--- src/design/rgb_color_cycle_generator_defines.svh ---
// Assertion macros shared by the RTL of the color cycle generator.
`ifndef RGB_COLOR_CYCLE_GENERATOR_DEFINES_SVH
`define RGB_COLOR_CYCLE_GENERATOR_DEFINES_SVH

`ifndef SYNTHESIS
`define RCCG_ASSERT(lbl, clk, rstn, prop) \
	lbl: assert property (@(posedge clk) disable iff (!rstn) prop) \
		else $error("rccg assertion failed");
`define RCCG_ASSERT_NEVER(lbl, clk, rstn, cond) \
	`RCCG_ASSERT(lbl, clk, rstn, !(cond))
`else
`define RCCG_ASSERT(lbl, clk, rstn, prop)
`define RCCG_ASSERT_NEVER(lbl, clk, rstn, cond)
`endif

`endif

--- src/design/rccg_pkg.sv ---
`default_nettype none

package rccg_pkg;

	localparam int PALETTE_DEPTH = 16;
	localparam int SEGMENT_COUNT = 9;
	localparam int FIELD_SLOTS   = 5;
	localparam int TABLE_SIZE    = PALETTE_DEPTH + FIELD_SLOTS;
	localparam int TAB_AW        = $clog2(TABLE_SIZE);
	localparam int CNT_W         = $clog2(PALETTE_DEPTH + 1);
	localparam int PAL_IW        = $clog2(PALETTE_DEPTH);
	localparam int IDX_W         = (PAL_IW > 3) ? PAL_IW : 3;
	localparam int SEG_W         = (SEGMENT_COUNT > 1) ? $clog2(SEGMENT_COUNT) : 1;

	localparam int PERIOD_MIN = 1000;
	localparam int PERIOD_MAX = 120000;

	localparam logic [23:0] FIELD_DEFAULT = 24'hB8C2D1;
	localparam logic [23:0] UNIFIED_RESET = 24'hB8C2D1;
	localparam logic [16:0] PERIOD_RESET  = 17'd6000;
	localparam logic [4:0]  COUNT_RESET   = 5'd3;

	// {elapsed, 16 fraction bits} / period, four quotient bits per step
	localparam int DIV_BITS     = 48;
	localparam int DIV_PER_STEP = 4;
	localparam int DIV_STEPS    = DIV_BITS / DIV_PER_STEP;
	localparam int DIV_CW       = $clog2(DIV_STEPS);

	localparam logic CMD_TICK  = 1'b0;
	localparam logic CMD_WRITE = 1'b1;

	typedef enum logic [1:0] {
		CM_UNIFIED,
		CM_FIELD,
		CM_PALETTE,
		CM_RAINBOW
	} color_mode_t;

	typedef enum logic [1:0] {
		REG_COLOR_MODE,
		REG_PERIOD_MS,
		REG_PALETTE_COUNT,
		REG_UNIFIED_COLOR
	} reg_idx_t;

	typedef struct packed {
		logic        mode;
		logic [31:0] elapsed_ms;
		logic        reduced_motion;
		logic [4:0]  entry_index;
		logic [23:0] entry_color;
	} cmd_item_t;

	typedef struct packed {
		logic [3:0] segment_index;
		logic [7:0] red;
		logic [7:0] green;
		logic [7:0] blue;
		logic       last;
	} color_item_t;

	// microcode
	typedef logic [3:0] pc_t;

	typedef enum logic [3:0] {
		OP_IDLE,
		OP_DIV,
		OP_SCALE,
		OP_NONE,
		OP_LOAD_A,
		OP_LOAD_B,
		OP_BLEND_R,
		OP_BLEND_G,
		OP_BLEND_B,
		OP_EMIT
	} op_t;

	typedef enum logic [1:0] {
		AS_I,
		AS_J,
		AS_FIELD
	} addr_sel_t;

	typedef enum logic [2:0] {
		C_NEXT,
		C_NO_TICK,
		C_DIV_MORE,
		C_NO_BLEND,
		C_EMIT
	} cond_t;

	typedef struct packed {
		op_t       op;
		addr_sel_t asel;
		cond_t     cond;
		pc_t       target;
	} ucode_t;

	localparam pc_t STEP_IDLE     = 4'd0;
	localparam pc_t STEP_DIV      = 4'd1;
	localparam pc_t STEP_SCALE    = 4'd2;
	localparam pc_t STEP_RD_A     = 4'd3;
	localparam pc_t STEP_RD_B     = 4'd4;
	localparam pc_t STEP_LOAD_B   = 4'd5;
	localparam pc_t STEP_BLEND_R  = 4'd6;
	localparam pc_t STEP_BLEND_G  = 4'd7;
	localparam pc_t STEP_BLEND_B  = 4'd8;
	localparam pc_t STEP_EMIT_RD  = 4'd9;
	localparam pc_t STEP_EMIT_OUT = 4'd10;

	function automatic ucode_t ucode_rom(pc_t pc);
		ucode_t w;
		case (pc)
			STEP_IDLE:     w = '{OP_IDLE,    AS_FIELD, C_NO_TICK,  STEP_IDLE};
			STEP_DIV:      w = '{OP_DIV,     AS_FIELD, C_DIV_MORE, STEP_DIV};
			STEP_SCALE:    w = '{OP_SCALE,   AS_FIELD, C_NO_BLEND, STEP_EMIT_RD};
			STEP_RD_A:     w = '{OP_NONE,    AS_I,     C_NEXT,     STEP_IDLE};
			STEP_RD_B:     w = '{OP_LOAD_A,  AS_J,     C_NEXT,     STEP_IDLE};
			STEP_LOAD_B:   w = '{OP_LOAD_B,  AS_J,     C_NEXT,     STEP_IDLE};
			STEP_BLEND_R:  w = '{OP_BLEND_R, AS_FIELD, C_NEXT,     STEP_IDLE};
			STEP_BLEND_G:  w = '{OP_BLEND_G, AS_FIELD, C_NEXT,     STEP_IDLE};
			STEP_BLEND_B:  w = '{OP_BLEND_B, AS_FIELD, C_NEXT,     STEP_IDLE};
			STEP_EMIT_RD:  w = '{OP_NONE,    AS_FIELD, C_NEXT,     STEP_IDLE};
			STEP_EMIT_OUT: w = '{OP_EMIT,    AS_FIELD, C_EMIT,     STEP_EMIT_RD};
			default:       w = '{OP_NONE,    AS_FIELD, C_NO_TICK,  STEP_IDLE};
		endcase
		return w;
	endfunction

	function automatic logic [23:0] tab_reset(logic [TAB_AW-1:0] a);
		logic [23:0] c;
		if (int'(a) >= PALETTE_DEPTH) begin
			c = FIELD_DEFAULT;
		end else begin
			case (int'(a))
				0:       c = 24'hFF4D4D;
				1:       c = 24'h4DFF80;
				2:       c = 24'h4D99FF;
				default: c = 24'h000000;
			endcase
		end
		return c;
	endfunction

	function automatic logic [23:0] hue_stop(logic [2:0] i);
		logic [23:0] c;
		case (i)
			3'd0:    c = 24'hFF0000;
			3'd1:    c = 24'hFFFF00;
			3'd2:    c = 24'h00FF00;
			3'd3:    c = 24'h00FFFF;
			3'd4:    c = 24'h0000FF;
			3'd5:    c = 24'hFF00FF;
			default: c = 24'hFF0000;
		endcase
		return c;
	endfunction

endpackage

`default_nettype wire

--- src/design/rgb_color_cycle_generator.sv ---
// Color generator for nine display segments.
// cmd channel (cmd_valid/cmd_stall/cmd_data): mode 1 writes entry_color into
//   the color table (palette slots, then five field slots); mode 0 is a
//   tick that yields one color per segment.
// color channel (color_valid/color_stall/color_data): the segment colors of
//   a tick in order 0..8, last set on the final one.
// cfg channel (cfg_valid/cfg_ready/cfg_index/cfg_data): register writes,
//   always ready; write only while the block is idle.
// Sequence: a tick runs the radix-16 divider that forms the phase, then a
//   step scaling it, then steps fetching and blending the two end colors
//   (palette and rainbow modes only), then a read step and an emit step
//   per segment.
// cmd_stall is high from the tick transfer until the last segment color is
//   loaded into the output register. A stall on the color channel holds the
//   output register and the sequencer waits on its emit step.
// Reset restores the register defaults and makes every table entry read as
//   its default color until written; no clearing pass is needed.
`default_nettype none

`include "rgb_color_cycle_generator_defines.svh"

module rgb_color_cycle_generator
	import rccg_pkg::*;
(
	input  wire logic        clk,
	input  wire logic        arst_n,
	input  wire logic        cmd_valid,
	output logic             cmd_stall,
	input  wire cmd_item_t   cmd_data,
	output logic             color_valid,
	input  wire logic        color_stall,
	output color_item_t      color_data,
	input  wire logic        cfg_valid,
	output logic             cfg_ready,
	input  wire logic [1:0]  cfg_index,
	input  wire logic [23:0] cfg_data
);

	// configuration
	color_mode_t color_mode_q;
	logic [16:0] period_q;
	logic [4:0]  count_q;
	logic [23:0] unified_q;

	// sequencer
	pc_t                pc_q, pc_nxt;
	ucode_t             uc;
	logic [DIV_CW-1:0]  div_cnt_q;
	logic [SEG_W-1:0]   seg_q;
	logic               seg_last;

	// datapath
	logic [DIV_BITS-1:0] dd_q, dd_nxt;
	logic [16:0]         rem_q, rem_nxt;
	logic [15:0]         quo_q, quo_nxt;
	logic                rm_q;
	logic [IDX_W-1:0]    idx_i_q, idx_j_q;
	logic [15:0]         frac_q;
	logic [23:0]         a_q, b_q, common_q;

	// table
	logic [23:0]       mem [TABLE_SIZE];
	logic [TABLE_SIZE-1:0] vld_q;
	logic [TAB_AW-1:0] rd_addr;
	logic [23:0]       rd_data_q, rd_def_q, tab_rd;
	logic              rd_vld_q;

	logic             out_valid_q;
	color_item_t      out_q;

	logic              tick_acc, wr_acc, out_free, do_emit;
	logic [16:0]       psat;
	logic [CNT_W-1:0]  cnt_sat;
	logic [15:0]       phase;
	logic [16+CNT_W-1:0] pmul;
	logic [CNT_W-1:0]  pi, pj;
	logic [18:0]       hmul;
	logic [2:0]        hi, hj;
	logic [2:0]        fld;
	logic [7:0]        a8, b8, blend8;
	logic signed [8:0]  diff;
	logic signed [25:0] prod;
	logic signed [9:0]  bsum;
	logic [23:0]       emit_color;

	assign uc        = ucode_rom(pc_q);
	assign cmd_stall = (pc_q != STEP_IDLE);
	assign tick_acc  = cmd_valid && !cmd_stall && (cmd_data.mode == CMD_TICK);
	assign wr_acc    = cmd_valid && !cmd_stall && (cmd_data.mode == CMD_WRITE);
	assign out_free  = !out_valid_q || !color_stall;
	assign do_emit   = (uc.op == OP_EMIT) && out_free;
	assign seg_last  = (seg_q == SEG_W'(SEGMENT_COUNT - 1));
	assign cfg_ready = 1'b1;

	assign color_valid = out_valid_q;
	assign color_data  = out_q;

	// saturated configuration
	always_comb begin
		if (int'(period_q) < PERIOD_MIN) begin
			psat = 17'(PERIOD_MIN);
		end else if (int'(period_q) > PERIOD_MAX) begin
			psat = 17'(PERIOD_MAX);
		end else begin
			psat = period_q;
		end
		if (int'(count_q) < 2) begin
			cnt_sat = CNT_W'(2);
		end else if (int'(count_q) > PALETTE_DEPTH) begin
			cnt_sat = CNT_W'(PALETTE_DEPTH);
		end else begin
			cnt_sat = CNT_W'(count_q);
		end
	end

	// restoring division, DIV_PER_STEP quotient bits per cycle
	always_comb begin
		logic [17:0] t;
		dd_nxt  = dd_q;
		rem_nxt = rem_q;
		quo_nxt = quo_q;
		for (int k = 0; k < DIV_PER_STEP; k++) begin
			t      = {rem_nxt, dd_nxt[DIV_BITS-1]};
			dd_nxt = {dd_nxt[DIV_BITS-2:0], 1'b0};
			if (t >= {1'b0, psat}) begin
				t       = t - {1'b0, psat};
				quo_nxt = {quo_nxt[14:0], 1'b1};
			end else begin
				quo_nxt = {quo_nxt[14:0], 1'b0};
			end
			rem_nxt = t[16:0];
		end
	end

	// phase scaling to segment index and fraction
	always_comb begin
		phase = rm_q ? 16'h0000 : quo_q;
		pmul  = (16 + CNT_W)'(phase) * (16 + CNT_W)'(cnt_sat);
		pi    = pmul[16 +: CNT_W];
		if (pi >= cnt_sat) begin
			pi = cnt_sat - CNT_W'(1);
		end
		pj = pi + CNT_W'(1);
		if (pj >= cnt_sat) begin
			pj = '0;
		end
		hmul = 19'(phase) * 19'd6;
		hi   = hmul[18:16];
		if (hi > 3'd5) begin
			hi = 3'd5;
		end
		hj = hi + 3'd1;
	end

	// table read address
	always_comb begin
		fld = (int'(seg_q >> 1) > FIELD_SLOTS - 1) ? 3'(FIELD_SLOTS - 1) : 3'(seg_q >> 1);
		case (uc.asel)
			AS_I:     rd_addr = TAB_AW'(idx_i_q);
			AS_J:     rd_addr = TAB_AW'(idx_j_q);
			AS_FIELD: rd_addr = TAB_AW'(PALETTE_DEPTH) + TAB_AW'(fld);
			default:  rd_addr = TAB_AW'(idx_i_q);
		endcase
	end

	assign tab_rd = rd_vld_q ? rd_data_q : rd_def_q;

	// one channel blend: a + ((b - a) * f) >>> 16, which equals the truncated mix
	always_comb begin
		case (uc.op)
			OP_BLEND_G: begin
				a8 = a_q[15:8];
				b8 = b_q[15:8];
			end
			OP_BLEND_B: begin
				a8 = a_q[7:0];
				b8 = b_q[7:0];
			end
			default: begin
				a8 = a_q[23:16];
				b8 = b_q[23:16];
			end
		endcase
		diff   = $signed({1'b0, b8}) - $signed({1'b0, a8});
		prod   = 26'(diff) * 26'($signed({1'b0, frac_q}));
		bsum   = $signed({2'b00, a8}) + $signed(prod[25:16]);
		blend8 = bsum[7:0];
	end

	assign emit_color = (color_mode_q == CM_FIELD) ? tab_rd : common_q;

	// sequencer next step
	always_comb begin
		case (uc.cond)
			C_NEXT:     pc_nxt = pc_q + pc_t'(1);
			C_NO_TICK:  pc_nxt = tick_acc ? pc_q + pc_t'(1) : uc.target;
			C_DIV_MORE: pc_nxt = (div_cnt_q != DIV_CW'(DIV_STEPS - 1)) ? uc.target
			                                                         : pc_q + pc_t'(1);
			C_NO_BLEND: pc_nxt = (color_mode_q == CM_UNIFIED || color_mode_q == CM_FIELD) ?
			                     uc.target : pc_q + pc_t'(1);
			C_EMIT: begin
				if (!out_free) begin
					pc_nxt = pc_q;
				end else if (seg_last) begin
					pc_nxt = STEP_IDLE;
				end else begin
					pc_nxt = uc.target;
				end
			end
			default:    pc_nxt = STEP_IDLE;
		endcase
	end

	// control registers
	always_ff @(posedge clk or negedge arst_n) begin
		if (!arst_n) begin
			pc_q         <= STEP_IDLE;
			div_cnt_q    <= '0;
			seg_q        <= '0;
			out_valid_q  <= 1'b0;
			vld_q        <= '0;
			color_mode_q <= CM_UNIFIED;
			period_q     <= PERIOD_RESET;
			count_q      <= COUNT_RESET;
			unified_q    <= UNIFIED_RESET;
		end else begin
			pc_q <= pc_nxt;
			if (tick_acc) begin
				div_cnt_q <= '0;
			end else if (uc.op == OP_DIV) begin
				div_cnt_q <= div_cnt_q + DIV_CW'(1);
			end
			if (do_emit) begin
				seg_q       <= seg_last ? '0 : seg_q + SEG_W'(1);
				out_valid_q <= 1'b1;
			end else if (!color_stall) begin
				out_valid_q <= 1'b0;
			end
			if (wr_acc && int'(cmd_data.entry_index) < TABLE_SIZE) begin
				vld_q[TAB_AW'(cmd_data.entry_index)] <= 1'b1;
			end
			if (cfg_valid && cfg_ready) begin
				case (reg_idx_t'(cfg_index))
					REG_COLOR_MODE:    color_mode_q <= color_mode_t'(cfg_data[1:0]);
					REG_PERIOD_MS:     period_q     <= cfg_data[16:0];
					REG_PALETTE_COUNT: count_q      <= cfg_data[4:0];
					REG_UNIFIED_COLOR: unified_q    <= cfg_data;
					default:           ;
				endcase
			end
		end
	end

	// table memory
	always_ff @(posedge clk) begin
		if (wr_acc && int'(cmd_data.entry_index) < TABLE_SIZE) begin
			mem[TAB_AW'(cmd_data.entry_index)] <= cmd_data.entry_color;
		end
		rd_data_q <= mem[rd_addr];
		rd_vld_q  <= vld_q[rd_addr];
		rd_def_q  <= tab_reset(rd_addr);
	end

	// datapath registers
	always_ff @(posedge clk) begin
		if (tick_acc) begin
			dd_q  <= {cmd_data.elapsed_ms, 16'h0000};
			rem_q <= '0;
			quo_q <= '0;
			rm_q  <= cmd_data.reduced_motion;
		end
		case (uc.op)
			OP_DIV: begin
				dd_q  <= dd_nxt;
				rem_q <= rem_nxt;
				quo_q <= quo_nxt;
			end
			OP_SCALE: begin
				common_q <= unified_q;
				if (color_mode_q == CM_RAINBOW) begin
					idx_i_q <= IDX_W'(hi);
					idx_j_q <= IDX_W'(hj);
					frac_q  <= hmul[15:0];
				end else begin
					idx_i_q <= IDX_W'(pi);
					idx_j_q <= IDX_W'(pj);
					frac_q  <= pmul[15:0];
				end
			end
			OP_LOAD_A: a_q <= (color_mode_q == CM_RAINBOW) ? hue_stop(idx_i_q[2:0]) : tab_rd;
			OP_LOAD_B: b_q <= (color_mode_q == CM_RAINBOW) ? hue_stop(idx_j_q[2:0]) : tab_rd;
			OP_BLEND_R: common_q[23:16] <= blend8;
			OP_BLEND_G: common_q[15:8]  <= blend8;
			OP_BLEND_B: common_q[7:0]   <= blend8;
			default: ;
		endcase
		if (do_emit) begin
			out_q.segment_index <= 4'(seg_q);
			out_q.red           <= emit_color[23:16];
			out_q.green         <= emit_color[15:8];
			out_q.blue          <= emit_color[7:0];
			out_q.last          <= seg_last;
		end
	end

	`RCCG_ASSERT(a_tick_starts_div, clk, arst_n, tick_acc |=> (pc_q == STEP_DIV))
	`RCCG_ASSERT(a_idle_after_last, clk, arst_n, (pc_q == STEP_IDLE && $past(pc_q) == STEP_EMIT_OUT) |-> (out_valid_q && out_q.last))
	`RCCG_ASSERT_NEVER(a_pal_idx_range, clk, arst_n, pc_q == STEP_RD_A && color_mode_q == CM_PALETTE && (CNT_W + IDX_W)'(idx_i_q) >= (CNT_W + IDX_W)'(cnt_sat))

endmodule

`default_nettype wire
--- config.mk ---
export PLATFORM = sky130hd
export DESIGN_NAME = rgb_color_cycle_generator
export DESIGN_NICKNAME = d
export VERILOG_FILES = /design/src/design/rccg_pkg.sv /design/src/design/rgb_color_cycle_generator.sv
export VERILOG_INCLUDE_DIRS = /design/src /design/src/design
export SDC_FILE = /design/constraint.sdc
export NUM_CORES = 2
export LEC_CHECK = 0
export BUFFER_PORTS_ARGS = -buffer_cell sky130_fd_sc_hd__buf_2
export CORE_ASPECT_RATIO = 0.8
export CORE_MARGIN = 2
export CORE_UTILIZATION = 32
export DETAILED_ROUTE_END_ITERATION = 7
export GPL_TIMING_DRIVEN = 1
export PLACE_DENSITY = 0.45
export SETUP_SLACK_MARGIN = 0.4
export SLEW_MARGIN = 10
export SYNTH_ARGS = -nofsm -noshare
export SYNTH_HDL_FRONTEND = slang
export SYNTH_SLANG_ARGS = --single-unit
export TNS_END_PERCENT = 20
--- constraint.sdc ---
create_clock -name clk -period 22.7 [get_ports clk]
set_input_delay 2.27 -clock clk [delete_from_list [all_inputs] [get_ports clk]]
set_output_delay 2.27 -clock clk [all_outputs]
set_load 0.01 [all_outputs]
# Word level (Yosys, flattened, before mapping)
# Memories as Yosys holds them, arrays and structs flattened. A register that Yosys moved wholly into a read port is not among the register bits.
# Cells that the tools add are included.
[totals]
mem_count = 2
rom_bits = 176
out_inout_bits = 32
register_bits = 298
mem_bits_rw = 504
[op_classes]
multipliers = 3
order_cmp = 17
n_mux = 56
n_bitwise = 2
addsub = 13
eq_ne = 35
n_reduce_logical = 25
[mem_list]
columns = ["name", "words", "word_bits", "read_ports", "rd_ports_with_merged_regs", "wr", "line_no", "text"]
rows = [
  ["mem", 21, 24, 1, 1, 1, "rgb_color_cycle_generator.sv:62", "logic [23:0] mem [TABLE_SIZE];"],
  ["(no name shown)", 16, 11, 1, 0, 0, "rccg_pkg.sv:113", "case (pc)"],
]
[op_table]
columns = ["cell", "count"]
rows = [
  ["$pmux W24 S5", 2],
  ["$mux W17", 8],
  ["$mux W24", 4],
  ["$mux W48", 2],
  ["$pmux W8 S2", 5],
  ["$ge A18 B17 Y1", 4],
  ["$pmux W24 S3", 1],
  ["$sub A17 B17 Y17", 4],
  ["$mux W16", 4],
  ["$mux W4", 8],
  ["$mul A9 B17 Y24", 1],
  ["$mul A16 B5 Y21", 1],
  ["$or A21 B21 Y21", 1],
  ["$pmux W4 S5", 1],
  ["$eq A3 B2 Y1 const B", 6],
  ["$mul A16 B2 Y18 const B", 1],
  ["$gt A17 B17 Y1 const B", 1],
  ["$lt A17 B10 Y1 const B", 1],
  ["$eq A4 B3 Y1 const B", 4],
  ["$eq A3 B3 Y1 const B", 5],
  ["$mux W3", 5],
  ["$mux W5", 3],
  ["$add A4 B1 Y4 const B", 3],
  ["$eq A4 B4 Y1 const B", 3],
  ["other kinds (39)", 73],
]

# Logic depth before layout (Yosys ltp)
[depth]
depth_word = 12
mapped_depth = 56
depth_no_buf = 49

# Worst setup path after synthesis
# OpenSTA, ideal clock, no wires.
[synth_path]
kind = "register to register"
start = "register period_q[6]"
end = "register rem_q[7], data pin"
path_stages_with_launch = 53
setup_time_ns = 0.260
synth_period_minus_slack_ns = 11.045
arrival_ns = 10.786
slack_ns = 11.655
path_buffers = 5
required_ns = 22.440
cell_sequence = "dfstp_2 > and2_1 > o31a_1 > o21a_1 > o211ai_1 > inv_1 > nor2_1 > and2_1 > ha_1 > inv_1 > fa_1 > a211oi_2 > o21a_1 > o21ai_1 > nor4_1 > o31a_1 > buf_2 > buf_2 > [... 17 more ...] > nand3_1 > a221oi_1 > o311a_1 > a31oi_1 > buf_2 > nor2_1 > a21oi_1 > fa_1 > a21o_1 > a21o_1 > a21oi_1 > o21ai_0 > a21oi_1 > o31ai_1 > nand2_1 > o211ai_2 > nor2_4 > mux2_2"
[synth_via]
elab_chain_len = 12
word_cells_on_any_way = 17
cone_classes = "add/sub (4); order compare (6); mux (7)"
[synth_lines]
columns = ["element", "line_no", "text"]
rows = [
  ["start, declared", "rgb_color_cycle_generator.sv:41", "logic [16:0] period_q;"],
  ["start signal, assigned", "rgb_color_cycle_generator.sv:245", "REG_PERIOD_MS: period_q <= cfg_data[16:0];"],
  ["$gt A17 B17 Y1", "rgb_color_cycle_generator.sv:102", "end else if (int'(period_q) > PERIOD_MAX) begin"],
  ["$mux W17", "rgb_color_cycle_generator.sv:102", ""],
  ["$mux W17 (*)", "rgb_color_cycle_generator.sv:100", "if (int'(period_q) < PERIOD_MIN) begin"],
  ["$sub A17 B17 Y17 or $ge A18 B17 Y1 (tied branches)", "rgb_color_cycle_generator.sv:126, rgb_color_cycle_generator.sv:125", ""],
  ["$mux W17", "rgb_color_cycle_generator.sv:125", "if (t >= {1'b0, psat}) begin"],
  ["$sub A17 B17 Y17 or $ge A18 B17 Y1 (tied branches)", "rgb_color_cycle_generator.sv:126, rgb_color_cycle_generator.sv:125", ""],
  ["$mux W17", "rgb_color_cycle_generator.sv:125", ""],
  ["$sub A17 B17 Y17 or $ge A18 B17 Y1 (tied branches)", "rgb_color_cycle_generator.sv:126, rgb_color_cycle_generator.sv:125", ""],
  ["$mux W17", "rgb_color_cycle_generator.sv:125", ""],
  ["$sub A17 B17 Y17 or $ge A18 B17 Y1 (tied branches)", "rgb_color_cycle_generator.sv:126, rgb_color_cycle_generator.sv:125", ""],
  ["$mux W17 (*)", "rgb_color_cycle_generator.sv:125", ""],
  ["$mux W17 (*)", "rgb_color_cycle_generator.sv:272", "case (uc.op)"],
  ["end signal, assigned", "rgb_color_cycle_generator.sv:275", "rem_q <= rem_nxt;"],
  ["end, declared", "rgb_color_cycle_generator.sv:54", "logic [16:0] rem_q, rem_nxt;"],
]
# Every way passes the cells marked *; elsewhere a longest branch is shown, timed or not.
# A chain may end at the register's enable or synchronous reset.

# Final worst setup path
[layout_path]
start = "register period_q[7]"
end = "register rem_q[7], data pin"
# Same word-level chain as after synthesis.

==> results.yml <==
setup_path:
  crit_type: "flip-flop to flip-flop"
  required_ns: 23.10
  crit_path_start_kind: "flip-flop"
  cpPeakStageDelay_ns: 0.94
  end_kind: "flip-flop"
  crit_path_frequent_cell: "a21oi_1"
  slowest_stage: "nor3_1"
  crit_arrival_ns: 14.17
  critPathMaxFanout: 23
logic_synthesis:
  ys.flop_type: "edfxtp_1"
  ys_seq_area_share_pct: 53.5
  syn-num-nets: 3834
  yosysWarnings: 0
  ys_seq_elements: 816
  async_flop_share_pct: 10.0
  synth_fa_ha_area_share_pct: 12.6
  synth-compound-area-share_pct: 6.77
  synth_cell_types: 84
  yosys.area_share.simple_pct: 10.3
  synth_xor_area_share_pct: 2.09
  synth_cells: 3380
  synth_top_family_by_area: "adder cells"
  avgSynthCellArea_um2: 13.1
  synth_area_mm2: 0.0444
  synth-edff-count: 695
  synthMuxAreaShare_pct: 11.7
clock_tree:
  ctsRootBufferMaster: "clkbuf_16"
  clkSinkCount: 816
  clk_pin_slew_worst_paths_ns: 0.06
  cts_resized: 0
  ctsHoldBuffers: 0
  post_cts_buffers: 0
  cts_buffers: 92
  cts_buffer_depth: 3
  insertion_delay_ns: 0.68
  tritoncts: "yes"
  htree_levels: 3
route:
  vias: 27100
  drt_iter0_markers: 2124
  drc_errors: 0
  dr.pass1.iters: 5
  routedWlPerCell_um: 22.5
  via_per_inst: 4.94
  ant_nets: 0
  drt_wl_total_um: 123000
timing:
  period_needed_ns: 13.77
  max_freq_mhz: 72.6
  rsz0062_at_grt: "no"
  min_period_over_period_pct: 60.7
  skew_ns: 0.0408
  fin_tns_setup_ns: 0
  final_max_slew_viol_count: 0
  setup_violations: 0
  slew-limit-headroom_pct: 23.1
  hold_viol_final: 0
  tightest_slew_ns: 1.15
floorplanning:
  fp.dieH_um: 337
  core-area_mm2: 0.138
  ioPinCount: 126
  rows: 122
  start_util_pct: 32.1
  die_width_um: 420
  die_area_mm2: 0.142
min_path:
  worstHoldPathType: "flip-flop to flip-flop"
layout:
  post_route_cells_drive_above_1_share_pct: 20.4
  nNetsFinal: 3990
  syn_to_final_growth_pct: 14.3
placed_design:
  gp_congestion: 0.863
  portBuffers: 124
  dp_hpwl_um: 84200
job:
  maxCapViolations: 0
grt:
  antenna_found_initial: 15
  grt_pass1_vias: 27300
  grt_max_degree: 66
  grt_pass1_wl_um: 184000
  gr-total-overflow: 0
  track_usage_pct: 17.4
run_status:
  status: "complete, no violations"
## cells in the mapped netlist (78+ instances only)
master,number,area [um^2]
a21oi_1,106,531
clkbuf_1,91,342
o21ai_0,96,480
inv_1,223,837
nand2_1,448,1680
and2_1,78,488
ha_1,213,2670
fa_1,147,2940
mux4_2,149,3360
edfxtp_1,695,20900
mux2_2,156,1760
nor2_1,184,691
## final timing paths
path / end / slack [ns] / startpoint / cells past startpoint
worst min-delay path: vld_q[4] / 0.46 / vld_q[4] / 1
max in group asynchronous: count_q[4] / 20.10 / arst_n / 2
min in group asynchronous: period_q[14] / 1.54 / arst_n / 1
worst max-delay path: rem_q[7] / 8.93 / period_q[7] / 44
worst max register to register: rem_q[7] / 8.93 / period_q[7] / 44
worst min register to register: vld_q[4] / 0.46 / vld_q[4] / 1
## critical path: cells and delay by family, from the launching register on
kind | cells | cell delay (ns)
simple gates | 10 | 3.09
compound gates | 26 | 7.43
fa+ha+maj | 4 | 1.68
flops | 1 | 0.40
mux | 1 | 0.36
buf+inv | 3 | 0.49
## sequential cells by signal, indices dropped and copies added, names as in the netlist, 17 cells and up
name,flops
mem,504
dd_q,32
color_data,29
a_q,24
b_q,24
common_q,24
rd_data_q,24
unified_q,24
vld_q,21
period_q,17
rem_q,17
## cells in the final DEF (no fill, tap or decap), types with 62 or more instances in the layout
master | Yosys | final
nor2_1 | 184 | 161
buf_2 | 10 | 123
inv_1 | 223 | 222
edfxtp_1 | 695 | 695
and2_1 | 78 | 78
clkbuf_16 | 0 | 94
mux4_2 | 149 | 149
mux2_2 | 156 | 156
dfrtp_1 | 62 | 62
nand2_1 | 448 | 448
a21oi_1 | 106 | 104
nand2b_1 | 67 | 67
ha_1 | 213 | 212
xnor2_1 | 66 | 65
o21ai_0 | 96 | 95
fa_1 | 147 | 147
## cell families (layout without fill, tap and decap cells)
group	count (synthesis)	after routing
and+or+nand+nor	990	990
muxes	313	313
xor gates and xnor gates	106	106
DFF	816	816
buffers and inverters	345	581
AOI/OAI and AO/OA	449	449
adders and majority gates	360	360
other	1	4
## through the flow
| stage | instance area, um^2 | worst slack [ns] | util (%) | hold WS [ns] | instances |
|---|---|---|---|---|---|
| after global routing | 50700 | 8.02 | 36.8 | 0.467 | 5476 |
| after detailed placement | 47500 | 9.24 | 34.4 | 0.448 | 5302 |
| final | 50700 | 8.93 | 36.8 | 0.460 | 5479 |
| after CTS | 50700 | 9.13 | 36.8 | 0.463 | 5476 |
| after floorplan | 44400 | 11.65 | - | 0.434 | 3380 |
| after global placement | 47500 | 9.49 | 34.4 | 0.448 | 5302 |
## per-layer routing
metal  global-route usage, %  part of all wire, %  vias to the layer above
met5                       0                0.072                        -
met4                    3.45                  1.9                       14
met3                    2.70                  4.5                      157
met2                    27.1                   45                      589
met1                    25.7                   48                    13700
li1                        -                    -                    12700
## final cells by class
class | instances | area (um^2)
Fill cell | 13400 | 87300
Sequential cell | 816 | 23700
Multi-Input combinational cell | 2219 | 19600
Clock buffer | 128 | 2560
Tap cell | 1860 | 2330
Timing Repair Buffer | 183 | 1070
Inverter | 224 | 841
Clock inverter | 46 | 646
Antenna cell | 3 | 7.51
Power is not shown: default switching activity piles up to over one toggle a cycle in this logic, so the estimate is an artifact.
